## src/hw/rtl/kwm_pkg.sv

```systemverilog
// Shared constants and types for the k-way sorted merge unit.
`timescale 1ns / 1ps
`default_nettype none

package kwm_pkg;

  // Width of the stream-count register.
  localparam int CFG_W = 5;

  // Width of the stream index field on the result channel.
  localparam int SRC_FIELD_W = 4;

  typedef logic [CFG_W-1:0]       cfg_t;
  typedef logic [SRC_FIELD_W-1:0] src_field_t;

endpackage : kwm_pkg

`default_nettype wire

```

## src/hw/rtl/kwm_ram.sv

```systemverilog
// Generic single-write, single-read RAM with a registered read port.
`timescale 1ns / 1ps
`default_nettype none

module kwm_ram #(
  parameter int WIDTH = 8,
  parameter int DEPTH = 16,
  localparam int AW = (DEPTH > 1) ? $clog2(DEPTH) : 1
) (
  input  wire logic             clk,
  input  wire logic             we,
  input  wire logic [AW-1:0]    waddr,
  input  wire logic [WIDTH-1:0] wdata,
  input  wire logic [AW-1:0]    raddr,
  output logic      [WIDTH-1:0] rdata_r
);

  logic [WIDTH-1:0] mem [DEPTH];

  always_ff @(posedge clk) begin
    if (we) begin
      mem[waddr] <= wdata;
    end
    rdata_r <= mem[raddr];
  end

endmodule : kwm_ram

`default_nettype wire

```

## src/hw/rtl/kwm_cmp.sv

```systemverilog
// Heap key comparator: signed value first, then the lower stream index wins a tie.
`timescale 1ns / 1ps
`default_nettype none

module kwm_cmp #(
  parameter int DW = 32,
  parameter int SW = 4
) (
  input  wire logic [DW-1:0] a_val,
  input  wire logic [SW-1:0] a_src,
  input  wire logic [DW-1:0] b_val,
  input  wire logic [SW-1:0] b_src,
  output logic               a_lt_b
);

  logic val_lt;
  logic val_eq;

  assign val_lt = $signed(a_val) < $signed(b_val);
  assign val_eq = a_val == b_val;
  assign a_lt_b = val_lt || (val_eq && (a_src < b_src));

endmodule : kwm_cmp

`default_nettype wire

```

## src/hw/rtl/k_way_sorted_merge_unit.sv

```systemverilog
// Top level of the k-way sorted merge unit: sequencer, heap storage and result register.
//
// Usage. The unit merges up to MAX_LISTS ascending signed streams into one
// ascending stream. Write the stream count through cfg_wr_en/cfg_wr_data while
// the unit is idle. Then transfer one head per stream on the in_ channel
// (stream 0 first); in_tuser high marks a stream that is empty. The transfer
// that completes loading yields the first result: the smallest head in
// out_tdata with its stream index. Each following input transfer must carry
// the next element of that stream, or in_tuser high if the stream has ended.
// When every stream is exhausted, a result with out_tuser high and zero data
// is sent and the unit goes back to loading heads.
// Sequencing. One shared comparator and one heap RAM do all of the work; no
// input is taken until the current item is done. A head load writes its entry
// at the bottom and lets it climb, one parent compare per level. A refill sinks
// the root, comparing children per level; a stream end first fetches the last entry.
// Reset (rst_n low, synchronous) empties the heap, selects one stream and
// returns to loading. A finished result waits in the output register while
// the next input is taken; if the receiver stalls, the sequencer holds at
// the end of that next item until the register frees up.
`timescale 1ns / 1ps
`default_nettype none

module k_way_sorted_merge_unit #(
  parameter int MAX_LISTS  = 16,
  parameter int DATA_WIDTH = 32,
  localparam int IN_TDATA_W  = ((DATA_WIDTH + 7) / 8) * 8,
  localparam int OUT_TDATA_W = ((DATA_WIDTH + kwm_pkg::SRC_FIELD_W + 7) / 8) * 8
) (
  input  wire logic                   clk,
  input  wire logic                   rst_n,
  // Configuration: stream count.
  input  wire logic                   cfg_wr_en,
  input  wire logic [kwm_pkg::CFG_W-1:0] cfg_wr_data,
  // Input channel.
  input  wire logic                   in_tvalid,
  output logic                        in_tready,
  input  wire logic [IN_TDATA_W-1:0]  in_tdata,   // value
  input  wire logic                   in_tuser,   // list_ended
  // Result channel.
  output logic                        out_tvalid,
  input  wire logic                   out_tready,
  output logic      [OUT_TDATA_W-1:0] out_tdata,  // value_res, source_list
  output logic                        out_tuser   // done_res
);

  // Index into the heap, count of entries, and child-index arithmetic widths.
  localparam int IW = (MAX_LISTS > 1) ? $clog2(MAX_LISTS) : 1;
  localparam int CW = $clog2(MAX_LISTS + 1);
  localparam int XW = IW + 2;
  localparam int EW = (CW + 1 > kwm_pkg::CFG_W) ? CW + 1 : kwm_pkg::CFG_W;
  localparam int DW = DATA_WIDTH;
  localparam int SRC_W = kwm_pkg::SRC_FIELD_W;

  // Sequencer states.
  localparam logic [2:0] ST_IDLE    = 3'd0;
  localparam logic [2:0] ST_SU_RD   = 3'd1;  // sift up: fetch parent
  localparam logic [2:0] ST_SU_CMP  = 3'd2;  // sift up: compare with parent
  localparam logic [2:0] ST_RD_LAST = 3'd3;  // fetch last entry to move to root
  localparam logic [2:0] ST_SD_L    = 3'd4;  // sift down: fetch left child
  localparam logic [2:0] ST_SD_R    = 3'd5;  // sift down: compare left, fetch right
  localparam logic [2:0] ST_SD_CMP  = 3'd6;  // sift down: compare right
  localparam logic [2:0] ST_FINISH  = 3'd7;  // present the result

  logic [2:0]    state_r, state_nxt;
  logic          phase_r, phase_nxt;        // 0 loading heads, 1 merging
  logic [CW-1:0] count_r, count_nxt;        // entries in the heap
  logic [CW-1:0] load_cnt_r, load_cnt_nxt;  // heads taken so far
  logic          emit_r, emit_nxt;          // current item produces a result
  kwm_pkg::cfg_t num_lists_r;

  // The entry being placed and the hole it is moving through.
  logic [IW-1:0] hole_r, hole_nxt;
  logic [DW-1:0] cur_val_r, cur_val_nxt;
  logic [IW-1:0] cur_src_r, cur_src_nxt;

  // Smaller of the left child and the moving entry during sift down.
  logic [DW-1:0] best_val_r, best_val_nxt;
  logic [IW-1:0] best_src_r, best_src_nxt;
  logic          best_child_r, best_child_nxt;
  logic [IW-1:0] best_idx_r, best_idx_nxt;

  // Copy of the heap root.
  logic [DW-1:0] top_val_r, top_val_nxt;
  logic [IW-1:0] top_src_r, top_src_nxt;

  // Result register.
  logic             out_valid_r, out_valid_nxt;
  logic [DW-1:0]    out_val_r, out_val_nxt;
  logic [SRC_W-1:0] out_src_r, out_src_nxt;
  logic             out_done_r, out_done_nxt;

  // RAM and comparator hookup.
  logic             ram_we;
  logic [IW-1:0]    ram_waddr;
  logic [DW+IW-1:0] ram_wdata;
  logic [IW-1:0]    ram_raddr;
  logic [DW+IW-1:0] ram_rdata_r;
  logic [DW-1:0]    rd_val;
  logic [IW-1:0]    rd_src;
  logic [DW-1:0]    cmp_a_val, cmp_b_val;
  logic [IW-1:0]    cmp_a_src, cmp_b_src;
  logic             cmp_lt;

  // Sift-down decision inputs.
  logic          dec_en;
  logic          dec_child;
  logic [DW-1:0] dec_val;
  logic [IW-1:0] dec_src;
  logic [IW-1:0] dec_idx;

  logic              in_fire;
  logic [DW-1:0]     in_val;
  logic [XW-1:0]     hole_x, lchild, rchild, cnt_x;
  logic [IW-1:0]     parent;
  logic [EW-1:0]     eff, lc_inc;
  logic [CW-1:0]     cnt_dec;
  logic [IW+SRC_W-1:0] top_src_wide;

  assign in_val  = in_tdata[DW-1:0];
  assign in_fire = in_tvalid && in_tready;

  assign rd_val = ram_rdata_r[DW+IW-1:IW];
  assign rd_src = ram_rdata_r[IW-1:0];

  assign hole_x  = XW'(hole_r);
  assign lchild  = (hole_x << 1) + XW'(1);
  assign rchild  = lchild + XW'(1);
  assign cnt_x   = XW'(count_r);
  assign parent  = (hole_r - IW'(1)) >> 1;
  assign cnt_dec = count_r - CW'(1);

  assign top_src_wide = {{SRC_W{1'b0}}, top_src_r};

  // Effective stream count: zero counts as one, and it is capped at MAX_LISTS.
  always_comb begin
    eff = EW'(num_lists_r);
    if (eff == '0) begin
      eff = EW'(1);
    end else if (eff > EW'(MAX_LISTS)) begin
      eff = EW'(MAX_LISTS);
    end
  end

  assign lc_inc = EW'(load_cnt_r) + EW'(1);

  kwm_ram #(
    .WIDTH (DW + IW),
    .DEPTH (MAX_LISTS)
  ) u_heap_ram (
    .clk     (clk),
    .we      (ram_we),
    .waddr   (ram_waddr),
    .wdata   (ram_wdata),
    .raddr   (ram_raddr),
    .rdata_r (ram_rdata_r)
  );

  kwm_cmp #(
    .DW (DW),
    .SW (IW)
  ) u_cmp (
    .a_val  (cmp_a_val),
    .a_src  (cmp_a_src),
    .b_val  (cmp_b_val),
    .b_src  (cmp_b_src),
    .a_lt_b (cmp_lt)
  );

  always_comb begin
    state_nxt      = state_r;
    phase_nxt      = phase_r;
    count_nxt      = count_r;
    load_cnt_nxt   = load_cnt_r;
    emit_nxt       = emit_r;
    hole_nxt       = hole_r;
    cur_val_nxt    = cur_val_r;
    cur_src_nxt    = cur_src_r;
    best_val_nxt   = best_val_r;
    best_src_nxt   = best_src_r;
    best_child_nxt = best_child_r;
    best_idx_nxt   = best_idx_r;
    top_val_nxt    = top_val_r;
    top_src_nxt    = top_src_r;
    out_valid_nxt  = out_valid_r;
    out_val_nxt    = out_val_r;
    out_src_nxt    = out_src_r;
    out_done_nxt   = out_done_r;

    ram_we    = 1'b0;
    ram_waddr = hole_r;
    ram_wdata = {cur_val_r, cur_src_r};
    ram_raddr = hole_r;

    cmp_a_val = cur_val_r;
    cmp_a_src = cur_src_r;
    cmp_b_val = rd_val;
    cmp_b_src = rd_src;

    dec_en    = 1'b0;
    dec_child = 1'b0;
    dec_val   = cur_val_r;
    dec_src   = cur_src_r;
    dec_idx   = hole_r;

    if (out_valid_r && out_tready) begin
      out_valid_nxt = 1'b0;
    end

    case (state_r)
      ST_IDLE: begin
        if (in_fire) begin
          if (!phase_r) begin
            // Loading: insert a non-empty head at the bottom and let it climb.
            if (!in_tuser && (count_r < CW'(MAX_LISTS))) begin
              cur_val_nxt = in_val;
              cur_src_nxt = load_cnt_r[IW-1:0];
              hole_nxt    = count_r[IW-1:0];
              count_nxt   = count_r + CW'(1);
              state_nxt   = ST_SU_RD;
            end else begin
              state_nxt = ST_FINISH;
            end
            if (lc_inc < eff) begin
              load_cnt_nxt = lc_inc[CW-1:0];
              emit_nxt     = 1'b0;
            end else begin
              load_cnt_nxt = '0;
              emit_nxt     = 1'b1;
            end
          end else begin
            emit_nxt = 1'b1;
            hole_nxt = '0;
            if (!in_tuser) begin
              // Refill: the new element replaces the root and sinks.
              cur_val_nxt = in_val;
              cur_src_nxt = top_src_r;
              state_nxt   = ST_SD_L;
            end else begin
              // Stream ended: the last entry moves to the root and sinks.
              count_nxt = cnt_dec;
              if (count_r == CW'(1)) begin
                state_nxt = ST_FINISH;
              end else begin
                ram_raddr = cnt_dec[IW-1:0];
                state_nxt = ST_RD_LAST;
              end
            end
          end
        end
      end

      ST_RD_LAST: begin
        cur_val_nxt = rd_val;
        cur_src_nxt = rd_src;
        state_nxt   = ST_SD_L;
      end

      ST_SU_RD: begin
        if (hole_r == '0) begin
          ram_we    = 1'b1;
          state_nxt = ST_FINISH;
        end else begin
          ram_raddr = parent;
          state_nxt = ST_SU_CMP;
        end
      end

      ST_SU_CMP: begin
        if (cmp_lt) begin
          // Parent moves down into the hole.
          ram_we    = 1'b1;
          ram_wdata = ram_rdata_r;
          hole_nxt  = parent;
          state_nxt = ST_SU_RD;
        end else begin
          ram_we    = 1'b1;
          state_nxt = ST_FINISH;
        end
      end

      ST_SD_L: begin
        if (lchild >= cnt_x) begin
          ram_we    = 1'b1;
          state_nxt = ST_FINISH;
        end else begin
          ram_raddr = lchild[IW-1:0];
          state_nxt = ST_SD_R;
        end
      end

      ST_SD_R: begin
        cmp_a_val = rd_val;
        cmp_a_src = rd_src;
        cmp_b_val = cur_val_r;
        cmp_b_src = cur_src_r;
        if (cmp_lt) begin
          dec_child = 1'b1;
          dec_val   = rd_val;
          dec_src   = rd_src;
          dec_idx   = lchild[IW-1:0];
        end
        if (rchild < cnt_x) begin
          best_val_nxt   = dec_val;
          best_src_nxt   = dec_src;
          best_child_nxt = dec_child;
          best_idx_nxt   = dec_idx;
          ram_raddr      = rchild[IW-1:0];
          state_nxt      = ST_SD_CMP;
        end else begin
          dec_en = 1'b1;
        end
      end

      ST_SD_CMP: begin
        cmp_a_val = rd_val;
        cmp_a_src = rd_src;
        cmp_b_val = best_val_r;
        cmp_b_src = best_src_r;
        dec_en    = 1'b1;
        if (cmp_lt) begin
          dec_child = 1'b1;
          dec_val   = rd_val;
          dec_src   = rd_src;
          dec_idx   = rchild[IW-1:0];
        end else begin
          dec_child = best_child_r;
          dec_val   = best_val_r;
          dec_src   = best_src_r;
          dec_idx   = best_idx_r;
        end
      end

      ST_FINISH: begin
        if (!emit_r) begin
          state_nxt = ST_IDLE;
        end else if (!out_valid_r || out_tready) begin
          out_valid_nxt = 1'b1;
          state_nxt     = ST_IDLE;
          if (count_r == '0) begin
            out_val_nxt  = '0;
            out_src_nxt  = '0;
            out_done_nxt = 1'b1;
            phase_nxt    = 1'b0;
            load_cnt_nxt = '0;
          end else begin
            out_val_nxt  = top_val_r;
            out_src_nxt  = top_src_wide[SRC_W-1:0];
            out_done_nxt = 1'b0;
            phase_nxt    = 1'b1;
          end
        end
      end

      default: begin
        state_nxt = ST_IDLE;
      end
    endcase

    // Sift-down step: either the smaller child rises into the hole, or the
    // moving entry settles here.
    if (dec_en) begin
      ram_we = 1'b1;
      if (dec_child) begin
        ram_wdata = {dec_val, dec_src};
        hole_nxt  = dec_idx;
        state_nxt = ST_SD_L;
      end else begin
        state_nxt = ST_FINISH;
      end
    end

    // Keep the root copy in step with every write to the root slot.
    if (ram_we && (ram_waddr == '0)) begin
      top_val_nxt = ram_wdata[DW+IW-1:IW];
      top_src_nxt = ram_wdata[IW-1:0];
    end
  end

  always_ff @(posedge clk) begin
    if (!rst_n) begin
      state_r     <= ST_IDLE;
      phase_r     <= 1'b0;
      count_r     <= '0;
      load_cnt_r  <= '0;
      emit_r      <= 1'b0;
      out_valid_r <= 1'b0;
      num_lists_r <= kwm_pkg::cfg_t'(1);
    end else begin
      state_r     <= state_nxt;
      phase_r     <= phase_nxt;
      count_r     <= count_nxt;
      load_cnt_r  <= load_cnt_nxt;
      emit_r      <= emit_nxt;
      out_valid_r <= out_valid_nxt;
      if (cfg_wr_en) begin
        num_lists_r <= cfg_wr_data;
      end
    end
  end

  always_ff @(posedge clk) begin
    hole_r       <= hole_nxt;
    cur_val_r    <= cur_val_nxt;
    cur_src_r    <= cur_src_nxt;
    best_val_r   <= best_val_nxt;
    best_src_r   <= best_src_nxt;
    best_child_r <= best_child_nxt;
    best_idx_r   <= best_idx_nxt;
    top_val_r    <= top_val_nxt;
    top_src_r    <= top_src_nxt;
    out_val_r    <= out_val_nxt;
    out_src_r    <= out_src_nxt;
    out_done_r   <= out_done_nxt;
  end

  assign in_tready  = state_r == ST_IDLE;
  assign out_tvalid = out_valid_r;
  assign out_tdata  = OUT_TDATA_W'({out_src_r, out_val_r});
  assign out_tuser  = out_done_r;

`ifndef NO_ASSERTIONS
  // The heap never holds more entries than there are streams.
  assert property (@(posedge clk) disable iff (!rst_n) count_r <= CW'(MAX_LISTS))
    else $error("heap count above MAX_LISTS");

  // Between items in the merge phase the heap is never empty.
  assert property (@(posedge clk) disable iff (!rst_n)
    (state_r == ST_IDLE && phase_r) |-> count_r != '0)
    else $error("merge phase with an empty heap");

  // The load counter always stays below the stream limit.
  assert property (@(posedge clk) disable iff (!rst_n) load_cnt_r < CW'(MAX_LISTS))
    else $error("load counter out of range");

  // After an accepted item, in_tready drops while the sequencer works on it.
  assert property (@(posedge clk) disable iff (!rst_n) in_fire |=> !in_tready)
    else $error("input taken twice in a row");

  // A done result carries zero data.
  assert property (@(posedge clk) disable iff (!rst_n)
    (out_tvalid && out_tuser) |-> out_tdata == '0)
    else $error("done result with nonzero data");
`endif

endmodule : k_way_sorted_merge_unit

`default_nettype wire

```

## config.mk

```make
export PLATFORM = sky130hd
export DESIGN_NAME = k_way_sorted_merge_unit
export DESIGN_NICKNAME = d
export VERILOG_FILES = /design/src/hw/rtl/kwm_pkg.sv /design/src/hw/rtl/kwm_ram.sv /design/src/hw/rtl/kwm_cmp.sv /design/src/hw/rtl/k_way_sorted_merge_unit.sv
export SDC_FILE = /design/constraint.sdc
export NUM_CORES = 1
export LEC_CHECK = 0
export BUFFER_PORTS_ARGS = -buffer_cell sky130_fd_sc_hd__buf_4
export CORE_ASPECT_RATIO = 1.1
export CORE_MARGIN = 2
export CORE_UTILIZATION = 25
export CTS_CLUSTER_DIAMETER = 200
export DETAILED_ROUTE_END_ITERATION = 10
export PLACE_DENSITY_LB_ADDON = 0.15
export RECOVER_POWER = 25
export SYNTH_ARGS = -nofsm -noshare
export SYNTH_HDL_FRONTEND = slang
export SYNTH_SLANG_ARGS = --single-unit
```

## constraint.sdc

```tcl
create_clock -name clk -period 7.3 [get_ports clk]
set_input_delay 1.46 -clock clk [delete_from_list [all_inputs] [get_ports clk]]
set_output_delay 1.46 -clock clk [all_outputs]
set_load 0.03 [all_outputs]
```

==> metrics, run 1 <==
power share of the clock group 19.3%; die width 353.9 um; area occupied by multi-input gates 10,950 um2; CTS Sinks 751; Power Total 0.02153 W; setup TNS 0 ns; H-tree depth 3; crit path launch type flop; number of DRC markers in iteration 0 2,508; Unique masters post-synth 77; max_slew headroom -114.9%; non-filler instance count after layout 4,477; f_max 151.9 MHz; Gate power share 48.3%; CTS tree done; worst slew pin tran 3.223 ns; routability cong. 0.8047; port bufs 81; share of the yosys chip area belonging to registers 65.30%; cts hold-fix bufs 0; vias in the first global route 22,940; period utilization 90.21%; Max-Cap Viols 12; Clock Latency Late Sink 0.68 ns; Clock Skew 0.02935 ns; top-count cell post-synth edfxtp_1; RSZ-0062 raised after global routing false; Final setup viols 0; Switching Share 43.63%; Power Density 551.7 nW/um2; post-synth top area share 61.91%; status finished, violations left; Max FO, Critical Path 52; Clock transition at path regs 0.06 ns; net count reported at finish 2,722; Compound-Gate Fraction of Synth Area 13.26%; Worst Path Required 7.66 ns; Reg2Reg Depth 16; initial antenna violation count 5; Die Area 137,600 um2; clk buf depth 3; Vias/cell 5.206; mux cell area share after synthesis 5.802%; worst hold path class reg -> reg; Psw 0.009394 W; worst vdd ir 629.8 uV; Worst Path Arrival 6.94 ns; main combinational cell family by area after synthesis compound AO/OA/AOI/OAI gates; dpl cells 4,323; total CTS buffers 84; Global Route Usage Sum 17.74%; cells after synthesis 2,578; Slew Limit Fails 296; share of layout cells above drive strength 1 12.98%; internal reg-to-reg setup slack 0.71 ns; GRT overflow 0; Pre-Repair DR Iteration Count 5; # fillers 13,500; Simple-Gate Fraction of Synth Area 10.25%; Post-synth EDFFs 694; fin crit period 6.585 ns; crit path kind reg -> reg; DRT antenna net count 0; top cells by count, synth edfxtp_1, nand2_1, nand3_1; DR WL/cell 27.84 um; largest net degree at the start of global routing 97; height of the chip 388.9 um; Core Region 133,900 um2; routed wire length 124.6 mm; Int Pwr 0.01214 W; IO Count 86; first-pass GRT wire length 176.7 mm; Root Driver clkbuf_16; row cnt 141; Main synth FF type edfxtp_1; async set or reset register ratio after synthesis 0%; flops & latches, synth 751; post-CTS setup buffer count 0; leading area contributor after synthesis edfxtp_1; syn avg cell area 13.06 um2; adder-cell area share of the yosys netlist 2.119%; Syn-to-layout area delta 15.92%; Register Area 21,980 um2; leakage 13.16 nW; Initial Util 25.14%; pre-CTS setup slack 0.7071 ns; CTS resizes 0; number of remaining DRC errors 0; DP Wirelength 71.29 mm; failing checks max-capacitance violations, max-slew violations; synth warn 0; mapped cell area 33,660 um2; XOR/XNOR Fraction of Synth Area 0.3643%; Cells on Worst Hold Path 2; final setup margin 0.7148 ns; Via Count 23,310; Fin. Hold Viols 0; Seq pwr share 32.4%; Area contributors post-synth edfxtp_1, mux2i_1, dfxtp_1; crit path capture type flop
final timing paths:
kind             startpoint                endpoint
max reg2reg      state_r[0]  u_heap_ram.mem[15][26]
min reg2reg  num_lists_r[0]          num_lists_r[0]
max              state_r[0]  u_heap_ram.mem[15][26]
min          num_lists_r[0]          num_lists_r[0]
metal layers:
layer  track usage, %  vias to the layer above  share of wire, %
met3            2.450                      166               6.0
met1            25.47                    12150                46
met2            27.50                      836                45
li1                 -                    10160                 -
met4            5.687                        0               2.8
met5                0                        -                 0
cell families after synthesis:
kind of cell | Yosys count
multiplexers | 183
XOR/XNOR | 14
AO/OA/AOI/OAI | 625
other | 2
adder cells (fa/ha/maj) | 57
buffers and inverters | 230
flip-flops | 751
AND/OR/NAND/NOR | 716
area by class of cell:
type                    instances  area share, %
well taps                    1787          5.730
inverters                      18         0.1731
clock inverters                40         0.7599
clock buffers                 112          5.999
diodes                          2        0.01283
multi-input cells            1603          28.07
flip-flops and latches        751          56.33
repair buffers                164          2.928
sequential cells by signal, indices dropped and copies added (netlist names):
name,flops
best_child_r,1
best_idx_r,4
best_src_r,4
best_val_r,32
count_r,5
cur_src_r,4
cur_val_r,32
emit_r,1
hole_r,4
load_cnt_r,5
num_lists_r,5
out_src_r,4
out_tuser,1
out_tvalid,1
out_val_r,32
phase_r,1
state_r,3
top_val_r,2
u_heap_ram.mem,574
u_heap_ram.rdata_r,36
power groups by stage:
stage	clock (W)	sequential, W	combinational [W]
6_report	0.00416	0.00698	0.0104
5_1_grt	0.00442	0.00704	0.0112
4_1_cts	0.00428	0.00696	0.0105
3_5_place_dp	0	0.00704	0.0104
3_3_place_gp	0	0.00705	0.0103
2_1_floorplan	0	0.00673	0.00674
cell usage in the layout (no fill, tap or decap), types with 7 or more instances in the layout:
master and count:
a211o_1 65, nor2_1 24, o211ai_1 9, nor3_1 11, buf_4 101, clkbuf_16 87, inv_1 17, a221o_1 73
clkinv_1 13, edfxtp_1 694, a21oi_1 100, clkinv_2 17, clkbuf_8 7, dfxtp_1 57, nor2_4 18, o21ai_1 13
xnor2_1 11, nand2_1 291, conb_1 8, mux2_2 59, o22ai_1 37, buf_12 9, nand4_1 12, nand3_1 184
mux2_4 7, o21ai_0 156, clkbuf_1 71, mux2i_1 116, a21o_1 7, nor2b_1 52, ha_1 57, a311oi_1 35
or3_1 14, nand2b_1 8, a32oi_1 72, and3_1 69
critical path, cell delays in order (launching register included):
cell     delay [ns]
dfxtp_1        0.83
xnor2_1        0.25
nor2_4         0.41
buf_4          0.43
mux2_2         0.39
ha_1           0.44
nand4_1        0.15
or4_1          0.51
nor4b_1        0.37
o21ai_0        0.23
nand2_1        0.19
o22ai_4        0.09
buf_4          0.18
inv_2          0.23
buf_12         0.38
o21ai_0        0.55
o221a_2        0.59
stage by stage:
stage | cell area [um2] | utilization, % | hold slack, ns
6_report | 39020 | 29.14 | 0.5056
5_1_grt | 39020 | 29.14 | 0.5230
4_1_cts | 39270 | 29.33 | 0.5027
3_5_place_dp | 36630 | 27.36 | 0.4837
3_3_place_gp | 36630 | 27.36 | 0.4841
2_1_floorplan | 33680 | - | 0.4422
No activity file was read; power rests on OpenSTA's default activity.
==> inputs of run 2 (changes only) <==
--- a/config.mk
+++ b/config.mk
@@ -11,6 +11,7 @@
 export CORE_UTILIZATION = 25
 export CTS_CLUSTER_DIAMETER = 200
 export DETAILED_ROUTE_END_ITERATION = 10
+export MAX_ROUTING_LAYER = met4
 export PLACE_DENSITY_LB_ADDON = 0.15
 export RECOVER_POWER = 25
 export SYNTH_ARGS = -nofsm -noshare
==> constraint.sdc (replaced) <==
create_clock -name clk -period 7.3 [get_ports clk]
set_input_delay 0.365 -clock clk [delete_from_list [all_inputs] [get_ports clk]]
set_output_delay 0.365 -clock clk [all_outputs]
set_load 0.03 [all_outputs]
==> run 2 against run 1 <==
  * The run still ends with max-capacitance violations, max-slew violations left
  * Via count grew 0.15%
  * Routed wire length fell by 1.6%
  * Sequential share of layout area decreased by 0.34 points
  * Global-route usage increased by 0.23 points
  * Setup slack gained 0.23 ns
  * Largest cell class unchanged
  * Highest routed layer unchanged
==> metrics, run 2 (synthesis results as in run 1) <==
port bufs 81; r2r endpoint u_heap_ram.rdata_r[23]; Root Driver clkbuf_16; Final setup viols 0; Most flops, register u_heap_ram.mem; largest net degree at the start of global routing 76; die width 353.9 um; DRT antenna net count 0; status finished, violations left; number of remaining DRC errors 0; net count reported at finish 2,730; worst vdd ir 322.8 uV; DP Wirelength 67.82 mm; number of DRC markers in iteration 0 2,310; initial antenna violation count 5; worst hold path class in -> reg; commonest non-fill, non-tap cells in the layout edfxtp_1, nand2_1, nand3_1; share of layout cells above drive strength 1 13.40%; fin crit period 6.353 ns; H-tree depth 3; crit path kind reg -> reg; WHS 0.05628 ns; Max-Cap Viols 15; Reg2Reg Depth 10; Die Area 137,600 um2; worst setup path startpoint state_r[2]; Clock Latency Late Sink 0.66 ns; Critical Path Sink u_heap_ram.rdata_r[23]; crit path capture type flop; largest registers u_heap_ram.mem (574), u_heap_ram.rdata_r (36); Clock Skew 0.03088 ns; internal reg-to-reg setup slack 0.95 ns; Syn-to-layout area delta 16.63%; routability cong. 0.8449; IO Count 86; CTS resizes 0; Worst Path Required 7.89 ns; total CTS buffers 85; Global Route Usage Sum 17.97%; clk buf depth 3; post-CTS setup buffer count 0; GRT overflow 0; Vias/cell 5.200; f_max 157.4 MHz; Fin. Hold Viols 0; Power Total 0.02164 W; Post-Route Utilization 29.32%; worst r2r src state_r[2]; setup TNS 0 ns; max reg flops 574; Pre-Repair DR Iteration Count 5; period utilization 87.03%; CTS Sinks 751; first-pass GRT wire length 174.8 mm; Slowest-stage cell, CP clkbuf_1; cts hold-fix bufs 10; RSZ-0062 raised after global routing false; height of the chip 388.9 um; leakage 13.28 nW; Max FO, Critical Path 75; routed wire length 122.6 mm; Core Region 133,900 um2; Clock transition at path regs 0.06 ns; Worst Path Arrival 6.94 ns; Buf+Inv Stages, Crit Path 2; row cnt 141; CTS tree done; failing checks max-capacitance violations, max-slew violations; commonest non-fill, non-tap cell in the layout edfxtp_1; Slew Limit Fails 591; Via Count 23,340; crit path launch type flop; Power Density 551.2 nW/um2; Worst path max stage delay 1.87 ns; DR WL/cell 27.32 um; vias in the first global route 23,100; CP cell instances clkbuf_1, nand2b_1, or3_1, nor3_1, o32a_2, buf_4, o21ai_0, a32oi_1, a32oi_1, nand3_1; Crit path depth 10; crit-path most repeated cell a32oi_1; max_slew headroom -106.3%; Top Family by Delay on Critical Path buffers and inverters; Initial Util 25.14%; worst slew pin tran 3.094 ns
==> run 2: cell types whose count changed in the layout (fill, tap and decap cells not counted), moves of 2 or more <==
cell	previous run	this run
clkinv_8	2	0
clkbuf_1	71	67
nor2_1	24	21
dlygate4sd3_1	0	10
buf_4	101	93
bufinv_16	3	7
clkbuf_16	87	89
buf_12	9	7
nor2_4	18	21
clkbuf_2	1	12
clkinv_1	13	11
clkbuf_4	0	5
==> run 2: how the worst min path moves through the flow <==
stage / slack, ns / depth (start not counted) / startpoint / end
floorplan: 0.44 / 2 / num_lists_r[0] / num_lists_r[0]
global route: 0.04 / 3 / in_tdata[11] / cur_val_r[11]
global placement: 0.50 / 2 / num_lists_r[0] / num_lists_r[0]
CTS: 0.0004 / 3 / cfg_wr_en / num_lists_r[1]
finish: 0.06 / 3 / in_tdata[11] / cur_val_r[11]
detailed placement: 0.49 / 2 / num_lists_r[0] / num_lists_r[0]
==> run 2: routing by layer <==
metal / track usage [%] / vias up / share of wire (%)
met4: 5.524 / 0 / 2.7
met1: 24.86 / 12180 / 46
met5: - / - / 0
li1: - / 10180 / -
met2: 27.28 / 817 / 45
met3: 2.473 / 162 / 5.5
==> run 2: worst reg2reg max path: cells and delay by family, from the launching register on <==
kind            cells  cell delay, ns
buf+inv             2            2.70
flops               1            0.34
simple gates        4            1.73
compound gates      4            1.54
==> run 2: power by group <==
group / leakage (nW) / internal [W] / switching [W] / total, W
logic: 5.14 / 0.00332 / 0.00705 / 0.0104
registers: 6.77 / 0.00646 / 0.000461 / 0.00692
clock network: 1.37 / 0.00255 / 0.00180 / 0.00435
total: 13.3 / 0.0123 / 0.00932 / 0.0216
==> run 2: through the flow <==
stage | worst slack, ns | cell area (um2) | std cells
after detailed placement | 1.178 | 36580 | 4320
after global routing | 0.5038 | 39260 | 4489
after floorplan | 2.226 | 33680 | 2584
after CTS | 1.162 | 39480 | 4488
final | 0.9468 | 39260 | 4489
after global placement | 1.363 | 36580 | 4320
==> run 2: final cells by class <==
type | instances | area (um2)
fillers | 13450 | 94640
flip-flops and latches | 751 | 21980
multi-input cells | 1603 | 10970
clock buffers | 118 | 2396
well taps | 1787 | 2236
repair buffers | 171 | 1201
clock inverters | 40 | 402.9
inverters | 18 | 67.56
diodes | 1 | 2.502
